**src/rtl/core/assert_macros.svh**
```systemverilog
// Assertion macros for the RTL files that check their own logic
`ifndef ASSERT_MACROS_SVH
`define ASSERT_MACROS_SVH

// Clocked check on clk, disabled while rst_n is low
`define ASSERT_CLK(lbl, prop, msg) \
  lbl: assert property (@(posedge clk) disable iff (!rst_n) (prop)) else $error(msg);

// Clocked check on clk that also holds during reset
`define ASSERT_CLK_ALWAYS(lbl, prop, msg) \
  lbl: assert property (@(posedge clk) (prop)) else $error(msg);

`endif

```
**src/rtl/core/thtf_pkg.sv**
```systemverilog
// Shared types and constants of the thermocouple temperature filter
`default_nettype none

package thtf_pkg;

  localparam int SAMPLE_W   = 12;
  localparam int CJ_W       = 8;
  localparam int TEMP_W     = 16;
  localparam int CFG_IDX_W  = 3;
  localparam int SPAN_W     = 7;
  localparam int BASE_W     = 9;
  localparam int CAL_NUM_W  = 19;
  localparam int CAL_SUM_W  = 20;
  localparam int DEN_W      = 12;

  localparam int WINDOW_LEN_DEF = 8;

  localparam logic [CFG_IDX_W-1:0] REG_ADC_100C    = 3'd0;
  localparam logic [CFG_IDX_W-1:0] REG_ADC_200C    = 3'd1;
  localparam logic [CFG_IDX_W-1:0] REG_ADC_300C    = 3'd2;
  localparam logic [CFG_IDX_W-1:0] REG_ADC_420C    = 3'd3;
  localparam logic [CFG_IDX_W-1:0] REG_GLITCH_LIMIT = 3'd4;

  localparam logic [SAMPLE_W-1:0] ADC_100C_RST    = 12'd1000;
  localparam logic [SAMPLE_W-1:0] ADC_200C_RST    = 12'd2000;
  localparam logic [SAMPLE_W-1:0] ADC_300C_RST    = 12'd3000;
  localparam logic [SAMPLE_W-1:0] ADC_420C_RST    = 12'd4000;
  localparam logic [SAMPLE_W-1:0] GLITCH_LIMIT_RST = 12'd4060;

  localparam logic [SPAN_W-1:0] SPAN_LOW = 7'd100;
  localparam logic [SPAN_W-1:0] SPAN_TOP = 7'd120;

  localparam logic [BASE_W-1:0] BASE_0C   = 9'd0;
  localparam logic [BASE_W-1:0] BASE_100C = 9'd100;
  localparam logic [BASE_W-1:0] BASE_200C = 9'd200;
  localparam logic [BASE_W-1:0] BASE_300C = 9'd300;

  localparam logic [TEMP_W-1:0] TEMP_SAT = 16'hFFFF;

  typedef struct packed {
    logic rd;
    logic upd;
  } win_ctl_t;

endpackage

`default_nettype wire

```
**src/rtl/core/thtf_div.sv**
```systemverilog
// Shared restoring divider, one quotient bit per cycle
`default_nettype none

module thtf_div #(
  parameter int NUM_W = thtf_pkg::CAL_NUM_W,
  parameter int DEN_W = thtf_pkg::DEN_W
) (
  input  logic             clk,
  input  logic             rst_n,
  input  logic             start,
  input  logic [NUM_W-1:0] num,
  input  logic [DEN_W-1:0] den,
  output logic             done,
  output logic [NUM_W-1:0] quot
);

  localparam int CNT_W = (NUM_W > 1) ? $clog2(NUM_W) : 1;

  logic             busy_r;
  logic             done_r;
  logic [CNT_W-1:0] cnt_r;
  logic [DEN_W-1:0] den_r;
  logic [DEN_W-1:0] rem_r;
  logic [NUM_W-1:0] quo_r;

  logic [DEN_W:0]   shifted;
  logic [DEN_W+1:0] diff;
  logic             borrow;

  assign shifted = {rem_r, quo_r[NUM_W-1]};
  assign diff    = {1'b0, shifted} - {2'b00, den_r};
  assign borrow  = diff[DEN_W+1];

  always_ff @(posedge clk) begin
    if (!rst_n) begin
      busy_r <= 1'b0;
      done_r <= 1'b0;
      cnt_r  <= '0;
    end else begin
      done_r <= 1'b0;
      if (start) begin
        busy_r <= 1'b1;
        cnt_r  <= CNT_W'(NUM_W - 1);
      end else if (busy_r) begin
        if (cnt_r == '0) begin
          busy_r <= 1'b0;
          done_r <= 1'b1;
        end else begin
          cnt_r <= cnt_r - 1'b1;
        end
      end
    end
  end

  always_ff @(posedge clk) begin
    if (start) begin
      den_r <= den;
      rem_r <= '0;
      quo_r <= num;
    end else if (busy_r) begin
      rem_r <= borrow ? shifted[DEN_W-1:0] : diff[DEN_W-1:0];
      quo_r <= {quo_r[NUM_W-2:0], ~borrow};
    end
  end

  assign done = done_r;
  assign quot = quo_r;

endmodule

`default_nettype wire

```
**src/rtl/core/thtf_win.sv**
```systemverilog
// Moving-average window store with running sum
`default_nettype none

module thtf_win #(
  parameter int WINDOW_LEN = thtf_pkg::WINDOW_LEN_DEF
) (
  input  logic                                               clk,
  input  logic                                               rst_n,
  input  thtf_pkg::win_ctl_t                                 ctl,
  input  logic [thtf_pkg::TEMP_W-1:0]                        temp,
  output logic [thtf_pkg::TEMP_W+$clog2(WINDOW_LEN)-1:0]     sum
);

  localparam int PTR_W = $clog2(WINDOW_LEN);
  localparam int SUM_W = thtf_pkg::TEMP_W + PTR_W;

  logic [thtf_pkg::TEMP_W-1:0] mem [WINDOW_LEN];
  logic [thtf_pkg::TEMP_W-1:0] rd_q_r;
  logic                        vld_q_r;
  logic [WINDOW_LEN-1:0]       valid_r;
  logic [PTR_W-1:0]            ptr_r;
  logic [SUM_W-1:0]            sum_r;
  logic [thtf_pkg::TEMP_W-1:0] old_temp;

  assign old_temp = vld_q_r ? rd_q_r : '0;

  always_ff @(posedge clk) begin
    if (ctl.upd) begin
      mem[ptr_r] <= temp;
    end
    if (ctl.rd) begin
      rd_q_r <= mem[ptr_r];
    end
  end

  always_ff @(posedge clk) begin
    if (!rst_n) begin
      valid_r <= '0;
      vld_q_r <= 1'b0;
      ptr_r   <= '0;
      sum_r   <= '0;
    end else begin
      if (ctl.rd) begin
        vld_q_r <= valid_r[ptr_r];
      end
      if (ctl.upd) begin
        valid_r[ptr_r] <= 1'b1;
        sum_r          <= sum_r - SUM_W'(old_temp) + SUM_W'(temp);
        ptr_r          <= (ptr_r == PTR_W'(WINDOW_LEN - 1)) ? '0 : ptr_r + 1'b1;
      end
    end
  end

  assign sum = sum_r;

endmodule

`default_nettype wire

```
**src/rtl/core/thermocouple_piecewise_temp_filter.sv**
```systemverilog
// Thermocouple filter top: glitch reject, segment calibration, moving average
//
//   channel | ports                                          | handshake
//   --------+------------------------------------------------+-------------------
//   input   | in_raw_sample, in_cold_junction_temp           | in_valid / in_stall
//   result  | out_average_temp, out_sample_rejected          | out_valid / out_stall
//   config  | cfg_index, cfg_data                            | cfg_valid / cfg_ready
//
// A transaction runs through the states SEG, CSTART, CDIV, UPD and OUT before the next acceptance:
// the shared divider gives one quotient bit per cycle for the segment interpolation, and
// a flat top segment skips it. The window mean is a constant reciprocal multiply.
// in_stall is high from acceptance until the result is loaded into the output register;
// a held result stretches the output state while out_stall is high.
// Reset restores the calibration registers and clears the window at once.
`default_nettype none
`include "assert_macros.svh"

module thermocouple_piecewise_temp_filter #(
  parameter int WINDOW_LEN = thtf_pkg::WINDOW_LEN_DEF
) (
  input  logic                             clk,
  input  logic                             rst_n,
  input  logic                             in_valid,
  output logic                             in_stall,
  input  logic [thtf_pkg::SAMPLE_W-1:0]    in_raw_sample,
  input  logic [thtf_pkg::CJ_W-1:0]        in_cold_junction_temp,
  output logic                             out_valid,
  input  logic                             out_stall,
  output logic [thtf_pkg::TEMP_W-1:0]      out_average_temp,
  output logic                             out_sample_rejected,
  input  logic                             cfg_valid,
  output logic                             cfg_ready,
  input  logic [thtf_pkg::CFG_IDX_W-1:0]   cfg_index,
  input  logic [thtf_pkg::SAMPLE_W-1:0]    cfg_data
);

  localparam int SUM_W   = thtf_pkg::TEMP_W + $clog2(WINDOW_LEN);
  localparam int MEAN_SH = SUM_W + $clog2(WINDOW_LEN);
  localparam int MUL_W   = SUM_W + 1;
  localparam int PROD_W  = SUM_W + MUL_W;
  localparam logic [MUL_W-1:0] MEAN_MUL =
    MUL_W'(((64'd1 << MEAN_SH) + 64'(WINDOW_LEN) - 64'd1) / 64'(WINDOW_LEN));

  typedef enum logic [2:0] {
    ST_IDLE,
    ST_SEG,
    ST_CSTART,
    ST_CDIV,
    ST_UPD,
    ST_OUT
  } state_t;

  state_t                             state_r;
  logic [thtf_pkg::SAMPLE_W-1:0]      adc100_r;
  logic [thtf_pkg::SAMPLE_W-1:0]      adc200_r;
  logic [thtf_pkg::SAMPLE_W-1:0]      adc300_r;
  logic [thtf_pkg::SAMPLE_W-1:0]      adc420_r;
  logic [thtf_pkg::SAMPLE_W-1:0]      glitch_r;
  logic [thtf_pkg::SAMPLE_W-1:0]      last_good_r;
  logic [thtf_pkg::SAMPLE_W-1:0]      sample_r;
  logic [thtf_pkg::CJ_W-1:0]          cj_r;
  logic                               rej_r;
  logic [thtf_pkg::CAL_NUM_W-1:0]     num_r;
  logic [thtf_pkg::DEN_W-1:0]         den_r;
  logic [thtf_pkg::BASE_W-1:0]        base_r;
  logic                               flat_r;
  logic [thtf_pkg::TEMP_W-1:0]        temp_r;
  logic                               out_valid_r;
  logic [thtf_pkg::TEMP_W-1:0]        out_avg_r;
  logic                               out_rej_r;

  logic                               in_acc;
  logic                               rejected;
  logic [thtf_pkg::SAMPLE_W-1:0]      seg_lo;
  logic [thtf_pkg::SAMPLE_W-1:0]      seg_hi;
  logic [thtf_pkg::BASE_W-1:0]        seg_base;
  logic [thtf_pkg::SPAN_W-1:0]        seg_span;
  logic                               seg_flat;
  logic [thtf_pkg::SAMPLE_W-1:0]      seg_diff;
  logic [thtf_pkg::CAL_NUM_W-1:0]     seg_num;
  logic [thtf_pkg::CAL_NUM_W-1:0]     cal_q;
  logic [thtf_pkg::CAL_SUM_W-1:0]     cal_sum;
  logic [thtf_pkg::TEMP_W-1:0]        cal_temp;
  logic                               div_start;
  logic [thtf_pkg::CAL_NUM_W-1:0]     div_num;
  logic [thtf_pkg::DEN_W-1:0]         div_den;
  logic                               div_done;
  logic [thtf_pkg::CAL_NUM_W-1:0]     div_quot;
  thtf_pkg::win_ctl_t                 win_ctl;
  logic [SUM_W-1:0]                   win_sum;
  logic [PROD_W-1:0]                  mean_prod;
  logic [thtf_pkg::TEMP_W-1:0]        mean;
  logic                               out_fire;

  assign in_stall  = (state_r != ST_IDLE);
  assign cfg_ready = 1'b1;
  assign in_acc    = in_valid && !in_stall;
  assign rejected  = (in_raw_sample >= glitch_r);

  always_comb begin
    seg_flat = 1'b0;
    if (sample_r < adc100_r) begin
      seg_lo   = '0;
      seg_hi   = adc100_r;
      seg_base = thtf_pkg::BASE_0C;
      seg_span = thtf_pkg::SPAN_LOW;
    end else if (sample_r < adc200_r) begin
      seg_lo   = adc100_r;
      seg_hi   = adc200_r;
      seg_base = thtf_pkg::BASE_100C;
      seg_span = thtf_pkg::SPAN_LOW;
    end else if (sample_r < adc300_r) begin
      seg_lo   = adc200_r;
      seg_hi   = adc300_r;
      seg_base = thtf_pkg::BASE_200C;
      seg_span = thtf_pkg::SPAN_LOW;
    end else begin
      seg_lo   = adc300_r;
      seg_hi   = adc420_r;
      seg_base = thtf_pkg::BASE_300C;
      seg_span = thtf_pkg::SPAN_TOP;
      seg_flat = (adc420_r <= adc300_r);
    end
  end

  assign seg_diff = sample_r - seg_lo;
  assign seg_num  = thtf_pkg::CAL_NUM_W'(seg_diff) * thtf_pkg::CAL_NUM_W'(seg_span);

  assign cal_q    = flat_r ? '0 : div_quot;
  assign cal_sum  = thtf_pkg::CAL_SUM_W'(cal_q) + thtf_pkg::CAL_SUM_W'(base_r)
                  + thtf_pkg::CAL_SUM_W'(cj_r);
  assign cal_temp = (cal_sum > thtf_pkg::CAL_SUM_W'(thtf_pkg::TEMP_SAT))
                  ? thtf_pkg::TEMP_SAT : cal_sum[thtf_pkg::TEMP_W-1:0];

  assign div_start = (state_r == ST_CSTART) && !flat_r;
  assign div_num   = num_r;
  assign div_den   = den_r;

  assign mean_prod = PROD_W'(win_sum) * PROD_W'(MEAN_MUL);
  assign mean      = mean_prod[MEAN_SH +: thtf_pkg::TEMP_W];

  assign win_ctl.rd  = (state_r == ST_SEG);
  assign win_ctl.upd = (state_r == ST_UPD);

  assign out_fire = (state_r == ST_OUT) && (!out_valid_r || !out_stall);

  thtf_div #(
    .NUM_W (thtf_pkg::CAL_NUM_W),
    .DEN_W (thtf_pkg::DEN_W)
  ) u_div (
    .clk   (clk),
    .rst_n (rst_n),
    .start (div_start),
    .num   (div_num),
    .den   (div_den),
    .done  (div_done),
    .quot  (div_quot)
  );

  thtf_win #(
    .WINDOW_LEN (WINDOW_LEN)
  ) u_win (
    .clk   (clk),
    .rst_n (rst_n),
    .ctl   (win_ctl),
    .temp  (temp_r),
    .sum   (win_sum)
  );

  always_ff @(posedge clk) begin
    if (!rst_n) begin
      state_r     <= ST_IDLE;
      adc100_r    <= thtf_pkg::ADC_100C_RST;
      adc200_r    <= thtf_pkg::ADC_200C_RST;
      adc300_r    <= thtf_pkg::ADC_300C_RST;
      adc420_r    <= thtf_pkg::ADC_420C_RST;
      glitch_r    <= thtf_pkg::GLITCH_LIMIT_RST;
      last_good_r <= '0;
      out_valid_r <= 1'b0;
    end else begin
      if (cfg_valid) begin
        case (cfg_index)
          thtf_pkg::REG_ADC_100C:     adc100_r <= cfg_data;
          thtf_pkg::REG_ADC_200C:     adc200_r <= cfg_data;
          thtf_pkg::REG_ADC_300C:     adc300_r <= cfg_data;
          thtf_pkg::REG_ADC_420C:     adc420_r <= cfg_data;
          thtf_pkg::REG_GLITCH_LIMIT: glitch_r <= cfg_data;
          default: ;
        endcase
      end

      if (out_valid_r && !out_stall) begin
        out_valid_r <= 1'b0;
      end

      case (state_r)
        ST_IDLE: begin
          if (in_acc) begin
            sample_r <= rejected ? last_good_r : in_raw_sample;
            if (!rejected) begin
              last_good_r <= in_raw_sample;
            end
            cj_r    <= in_cold_junction_temp;
            rej_r   <= rejected;
            state_r <= ST_SEG;
          end
        end
        ST_SEG: begin
          num_r   <= seg_num;
          den_r   <= seg_hi - seg_lo;
          base_r  <= seg_base;
          flat_r  <= seg_flat;
          state_r <= ST_CSTART;
        end
        ST_CSTART: begin
          if (flat_r) begin
            temp_r  <= cal_temp;
            state_r <= ST_UPD;
          end else begin
            state_r <= ST_CDIV;
          end
        end
        ST_CDIV: begin
          if (div_done) begin
            temp_r  <= cal_temp;
            state_r <= ST_UPD;
          end
        end
        ST_UPD: begin
          state_r <= ST_OUT;
        end
        ST_OUT: begin
          if (out_fire) begin
            out_valid_r <= 1'b1;
            out_avg_r   <= mean;
            out_rej_r   <= rej_r;
            state_r     <= ST_IDLE;
          end
        end
        default: begin
          state_r <= ST_IDLE;
        end
      endcase
    end
  end

  assign out_valid           = out_valid_r;
  assign out_average_temp    = out_avg_r;
  assign out_sample_rejected = out_rej_r;

  `ASSERT_CLK(a_busy_after_accept, (in_valid && !in_stall) |=> in_stall, "accepted transaction did not hold off input")
  `ASSERT_CLK(a_result_from_out_state, $rose(out_valid_r) |-> $past(state_r == ST_OUT), "result loaded outside output state")
  `ASSERT_CLK(a_div_done_expected, div_done |-> (state_r == ST_CDIV), "divider finished with no division pending")

endmodule

`default_nettype wire
```
**config.mk**
```make
export PLATFORM = sky130hd
export DESIGN_NAME = thermocouple_piecewise_temp_filter
export DESIGN_NICKNAME = d
export VERILOG_FILES = /design/src/rtl/core/thtf_pkg.sv /design/src/rtl/core/thtf_div.sv /design/src/rtl/core/thtf_win.sv /design/src/rtl/core/thermocouple_piecewise_temp_filter.sv
export VERILOG_INCLUDE_DIRS = /design/src /design/src/rtl/core
export SDC_FILE = /design/constraint.sdc
export NUM_CORES = 1
export LEC_CHECK = 0
export BUFFER_PORTS_ARGS = -buffer_cell sky130_fd_sc_hd__buf_2
export CAP_MARGIN = 15
export CORE_ASPECT_RATIO = 2
export CORE_MARGIN = 3
export CORE_UTILIZATION = 30
export DETAILED_ROUTE_END_ITERATION = 8
export GPL_ROUTABILITY_DRIVEN = 0
export GPL_TIMING_DRIVEN = 0
export PLACE_DENSITY = 0.45
export SLEW_MARGIN = 10
export SYNTH_ARGS = -nofsm -noshare
export SYNTH_HDL_FRONTEND = slang
export SYNTH_HIERARCHICAL = 1
export SYNTH_SLANG_ARGS = --single-unit
```
**constraint.sdc**
```tcl
create_clock -name clk -period 14 [get_ports clk]
set_clock_uncertainty 0.2 [all_clocks]
set_input_delay 2.8 -clock clk [delete_from_list [all_inputs] [get_ports clk]]
set_output_delay 2.8 -clock clk [all_outputs]
set_load 0.05 [all_outputs]
```
Word-level counts from Yosys, hierarchy flattened
Memories as Yosys holds them, arrays and structs flattened. A register that Yosys moved wholly into a read port is not among the register bits.
Index checks and enable logic that the tools add are counted.
Widths: inputs -> output; s select.
{ "classes": {"addsub": 9, "n_mul": 1, "n_lt_le_gt_ge": 8, "n_eq_ne": 15, "muxes": 43, "bitwise": 5, "n_reduce_logical": 33} }
{ "ops": {"columns": ["operator", "count"], "rows": [
  ["$mux 12", 8],
  ["$mux 16", 4],
  ["$mux 19", 3],
  ["$lt 12x12->1", 3],
  ["$pmux 16 s2", 1],
  ["$mux 5", 6],
  ["$sub 12x12->12", 2],
  ["$add 19x9->20", 1],
  ["$add 20x8->20", 1],
  ["$gt 20x16->1 const B", 1],
  ["$add 19x16->19", 1],
  ["$mul 12x7->19", 1],
  ["$sub 19x16->19", 1],
  ["$pmux 3 s6", 1],
  ["$reduce_and 2->1", 9],
  ["$mux 3", 5],
  ["$sub 13x12->14", 1],
  ["$eq 3x2->1 const B", 4],
  ["$eq 3x3->1 const B", 4],
  ["$ge 12x12->1", 1],
  ["$le 12x12->1", 1],
  ["$mux 1", 11],
  ["$mux 9", 1],
  ["$reduce_and 3->1", 3],
  ["22 further kinds", 40]
]} }
{ "totals": {"ff_bits": 252, "mem_bits_rw": 128, "output_inout_bits": 20, "elab_cells": 145, "mem_count": 1} }
{ "mem_list": {"columns": ["memory", "words", "word_bits", "read_ports", "rd_clocked_by_memory_dff", "wr", "line_no", "text"], "rows": [
  ["u_win.mem", 8, 16, 1, 1, 1, "thtf_win.sv:17", "logic [thtf_pkg::TEMP_W-1:0] mem [WINDOW_LEN];"]
]} }

Logic depth before layout (Yosys ltp)
{ "depth": {"word_depth": 7, "mapped_depth": 34, "mapped_depth_nobuf": 32} }

By module
Netlist, hierarchy kept.
{ "by_module_without_submodules": {"columns": ["mod", "n_inst", "cells_each", "area_each_um2", "seq_area_each_um2"], "rows": [
  ["thermocouple_piecewise_temp_filter", 1, 1193, 11522.3, 4194.0],
  ["thtf_win", 1, 632, 8237.9, 4944.7],
  ["thtf_div", 1, 234, 2598.7, 1311.3]
]} }

Worst setup path before layout
Ideal clock, no wire load.
{ "synth_timing": {"path_type": "register to register", "startpoint": "register sample_r[7] (netlist bit)", "endpoint": "register num_r (netlist bit div_num[18]), data pin", "setup_time_ns": 0.259, "arrival_ns": 7.213, "required_time_ns": 13.541, "slack_ns": 6.328, "stages_incl_launch_ff": 32, "period_less_slack_ns": 7.672, "path_cell_list": "edfxtp_1 > ha_1 > a211oi_1 > o21ai_0 > a41o_1 > a21oi_2 > buf_4 > buf_4 > mux2i_1 > a211oi_1 > ha_1 > inv_1 > fa_1 > a21o_1 > a21oi_2 > o21ai_1 > a2111oi_4 > nor2_1 > xnor2_2 > nor2_1 > fa_1 > fa_1 > inv_1 > fa_1 > inv_1 > ha_1 > ha_1 > or3_1 > o211a_1 > a211oi_1 > a21oi_1 > xnor2_1"} }
{ "synth_between": {"elab_chain_cells": 6, "word_cells_on_any_way": 11} }
{ "synth_rtl": {"columns": ["element", "line_no", "text"], "rows": [
  ["from (decl)", "thermocouple_piecewise_temp_filter.sv:60", "logic [thtf_pkg::SAMPLE_W-1:0] sample_r;"],
  ["from (signal assigned)", "thermocouple_piecewise_temp_filter.sv:199", "sample_r <= rejected ? last_good_r : in_raw_sample;"],
  ["$lt 12x12->1", "thermocouple_piecewise_temp_filter.sv:112", "end else if (sample_r < adc300_r) begin"],
  ["$mux 12", "thermocouple_piecewise_temp_filter.sv:112", null],
  ["$mux 12", "thermocouple_piecewise_temp_filter.sv:107", "end else if (sample_r < adc200_r) begin"],
  ["$mux 12", "thermocouple_piecewise_temp_filter.sv:102", "if (sample_r < adc100_r) begin"],
  ["$sub 12x12->12", "thermocouple_piecewise_temp_filter.sv:126", "assign seg_diff = sample_r - seg_lo;"],
  ["$mul 12x7->19 (*)", "thermocouple_piecewise_temp_filter.sv:127", "assign seg_num = thtf_pkg::CAL_NUM_W'(seg_diff) * thtf_pkg::CAL_NUM_W'(seg_span);"],
  ["net seg_num, one bit", "thermocouple_piecewise_temp_filter.sv:80", "logic [thtf_pkg::CAL_NUM_W-1:0] seg_num;"],
  ["to (signal assigned)", "thermocouple_piecewise_temp_filter.sv:209", "num_r <= seg_num;"],
  ["to (decl)", "thermocouple_piecewise_temp_filter.sv:63", "logic [thtf_pkg::CAL_NUM_W-1:0] num_r;"]
]} }
Mark *: on every way through the listed nets, which the timed path passes. The rest lies on a longest branch.
A chain may end at the register's enable or synchronous reset.

Worst setup path in the final report
{ "layout_timing": {"startpoint": "register adc200_r[11] (netlist bit)", "endpoint": "register num_r (netlist bit div_num[18]), data pin"} }
{ "layout_between": {"elab_chain_cells": 5, "word_cells_on_any_way": 8} }
{ "layout_rtl": {"columns": ["element", "line_no", "text"], "rows": [
  ["from (decl)", "thermocouple_piecewise_temp_filter.sv:55", "logic [thtf_pkg::SAMPLE_W-1:0] adc200_r;"],
  ["from (signal assigned)", "thermocouple_piecewise_temp_filter.sv:174", "adc200_r <= thtf_pkg::ADC_200C_RST;"],
  ["from (signal assigned)", "thermocouple_piecewise_temp_filter.sv:184", "thtf_pkg::REG_ADC_200C: adc200_r <= cfg_data;"],
  ["$lt 12x12->1 / $mux 12 (equally long branches)", "thermocouple_piecewise_temp_filter.sv:107, thermocouple_piecewise_temp_filter.sv:112", null],
  ["$mux 12", "thermocouple_piecewise_temp_filter.sv:107", null],
  ["$mux 12", "thermocouple_piecewise_temp_filter.sv:102", null],
  ["$sub 12x12->12", "thermocouple_piecewise_temp_filter.sv:126", null],
  ["$mul 12x7->19 (*)", "thermocouple_piecewise_temp_filter.sv:127", null],
  ["net seg_num, one bit", "thermocouple_piecewise_temp_filter.sv:80", null]
]} }
Marks and branches as above.

==> results_dict.tcl <==
set metrics [dict create \
    outcome "finished, final reports clean" \
    avgSynthCellArea_um2 10.9 \
    cp.arrival_ns 9.57 \
    hold_depth 0 \
    internal_power_uw 2750 \
    drt_iter0_drc 708 \
    crit_slowest_cell "dfxtp_1" \
    cts-root-buf "clkbuf_16" \
    synthMuxAreaShare_pct 6.46 \
    synth_top_family_by_area "adder cells" \
    finalPower_uw 4180 \
    synth.most_common_cell "edfxtp_1" \
    grt_pass1_wl_um 98800 \
    synth-adder-area-share_pct 14.4 \
    synth_xor_area_share_pct 2.42 \
    tightest_slew_ns 1.19 \
    h-tree-depth 2 \
    slowest_delay_ns 0.56 \
    drive_above_1_share_pct 11.5 \
    drv_cap 0 \
    nets 2448 \
    ff2ff_path_depth 32 \
    final.fill_count 7408 \
    cp.depth 32 \
    drtAntennaViolNets 0 \
    min_period_ns 9.45 \
    initial_utilization_pct 30.2 \
    vdd_drop_max_uv 103 \
    first_pass_iters 6 \
    path_clk_slew_ns 0.07 \
    vias_per_cell 5.03 \
    setup_viol 0 \
    worst_hold_slack_ns 0.214 \
    end_kind "register" \
    reg2reg_to "div_num[18]" \
    required_ns 14.11 \
    synth-compound-area-share_pct 13.9 \
    stdcell_area_mm2 0.0255 \
    grt_util_all_layers_pct 16.8 \
    core_mm2 0.0739 \
    synth_seq_area_share_pct 46.7 \
    die_width_um 199 \
    timing.fmax_ghz 0.106 \
    gr-total-overflow 0 \
    hp-class "register to register" \
    rsz0062_at_grt "false" \
    synth_area_leader_cell "edfxtp_1" \
    clock_path_buffers 3 \
    cp_top_family "adder cells" \
    cts_setup_buffers 0 \
    dieArea_mm2 0.0780 \
    synth.distinct_cells 87 \
    drv_slew 0 \
    yosys-top-cells-count "edfxtp_1, inv_1, nand2_1" \
    yosysWarnings 6 \
    cts_buffers 41 \
    grt_pass1_vias 16700 \
    min_from "den_r[9]" \
    swShare_pct 34.1 \
    worstSetupPathType "register to register" \
    seqPwrFrac_pct 33.9 \
    critPathMaxFanout 10 \
    synth-edff-count 264 \
    die_y_um 392 \
    ys_async_sr_fraction_pct 0 \
    antenna_cells 0 \
    crit_buf_inv 6 \
    relSlewSlack_pct 20.8 \
    grt_max_degree 20 \
    synthCells 2059 \
    antenna_found_initial 2 \
    port_buffers 58 \
    cts-hold-fix-buffers 0 \
    area_growth_pct 14.0 \
    place_area_mm2 0.0240 \
    r2r_slack_ns 4.55 \
    synthTopCellsByArea "edfxtp_1, dfxtp_1, ha_1" \
    drc 0 \
    io_pins 60 \
    power_frac_comb_pct 38.1 \
    ys_ff_latch 390 \
    powerDensity_mw_per_mm2 164 \
    synth_top_area_share_pct 35.5 \
    p_leak_uw 0.0101 \
    hold_viol 0 \
    min_to "u_div/den_r[9]" \
    pwr-share-clk_pct 27.9 \
    start_kind "register" \
    cts.repair.resized 0 \
    hpwl_um 52500 \
    syn-cell-area_mm2 0.0224 \
    vias 15800 \
    ys.flop_type "edfxtp_1" \
    fin_crit_sh_pct 67.5 \
    cts_tree "done" \
    rows 141 \
    drt-wirelength-per-cell_um 20.7 \
    r2r-start "adc200_r[11]" \
    fin_tns_setup_ns 0 \
    synth-simple-area-share_pct 11.1 \
    routed_wl_um 65200 \
    switching_power_uw 1430 \
    clock_sinks 390 \
    clock_latency_ns 0.59 \
]
-- through the flow --
step	cells	utilization [%]	setup slack, ns
CTS	3141	34.5	4.55
floorplan	2061	-	6.33
detailed placement	3066	32.5	4.59
global placement	3048	32.2	4.66
global route	3142	34.5	3.96
finish	3142	34.5	4.55
-- metal layers --
metal	up-vias	GRT usage, %	wire, µm
met4	0	10.5	4800
met3	166	1.97	1670
met5	-	0	0
li1	7620	-	-
met1	7693	14.8	20700
met2	312	34.8	38000
-- flip-flops by register name, indices dropped and copies added, names as in the netlist, 3 cells and up --
signal	flops
adc200_r	12
adc300_r	12
glitch_r	12
u_win/sum	19
temp_r	16
u_div/quot	19
sample_r	12
u_win/mem	128
u_div/rem_r	12
u_win/rd_q_r	16
u_div/cnt_r	5
adc100_r	12
last_good_r	12
den_r	12
adc420_r	12
out_average_temp	16
div_num	17
u_win/ptr_r	3
u_div/den_r	12
cj_r	8
base_r	5
u_win/valid_r	8
state_r	3
-- cell type report --
class                   count  area [µm²]  share of cell area [%]
plain buffers              83         374                    1.47
inverters                 195         733                    2.88
flip-flops and latches    390       10500                    41.0
clock inverters            22         260                    1.02
clock buffers              53        1160                    4.57
multi-input cells        1393       10900                    42.6
repair buffers             77         504                    1.98
well taps                 929        1160                    4.56
-- layout by cell type, fill, tap and decap left out, types with 51 or more instances in the layout --
cell        n
edfxtp_1  264
inv_1     192
nand2_1   186
ha_1      176
dfxtp_1   126
nor2_1    125
a21oi_1    84
buf_2      73
mux2i_1    67
clkbuf_1   58
fa_1       51
-- logic make-up after synthesis --
logic type	Yosys count
compound gates	442
xor+xnor	60
fa+ha+maj	227
buf+inv	278
flops	390
mux	131
other cells	2
simple gates	529
-- power groups by stage --
stage	Clock [µW]	Combinational [µW]	Sequential, µW
3_5_place_dp	0	1600	1440
6_report	1170	1590	1420
5_1_grt	1250	1820	1430
3_3_place_gp	0	1580	1440
4_1_cts	1210	1620	1420
2_1_floorplan	0	1250	1430
-- how the worst max path moves through the flow --
stage	from	to
6_report	adc200_r[11]	div_num[18]
4_1_cts	adc200_r[11]	div_num[18]
5_1_grt	adc200_r[11]	div_num[18]
3_5_place_dp	adc200_r[11]	div_num[18]
2_1_floorplan	sample_r[7]	div_num[18]
3_3_place_gp	adc200_r[11]	div_num[18]
-- worst register-to-register path, delay by kind of cell, from the launching register on --
kind | cells | cell delay, ns
XOR/XNOR | 2 | 0.45
adder cells (fa/ha/maj) | 8 | 3.10
buffers and inverters | 6 | 1.09
flip-flops | 1 | 0.56
AO/OA/AOI/OAI | 9 | 2.57
AND/OR/NAND/NOR | 7 | 1.20
Note: power is estimated with default switching activity, not from simulation.
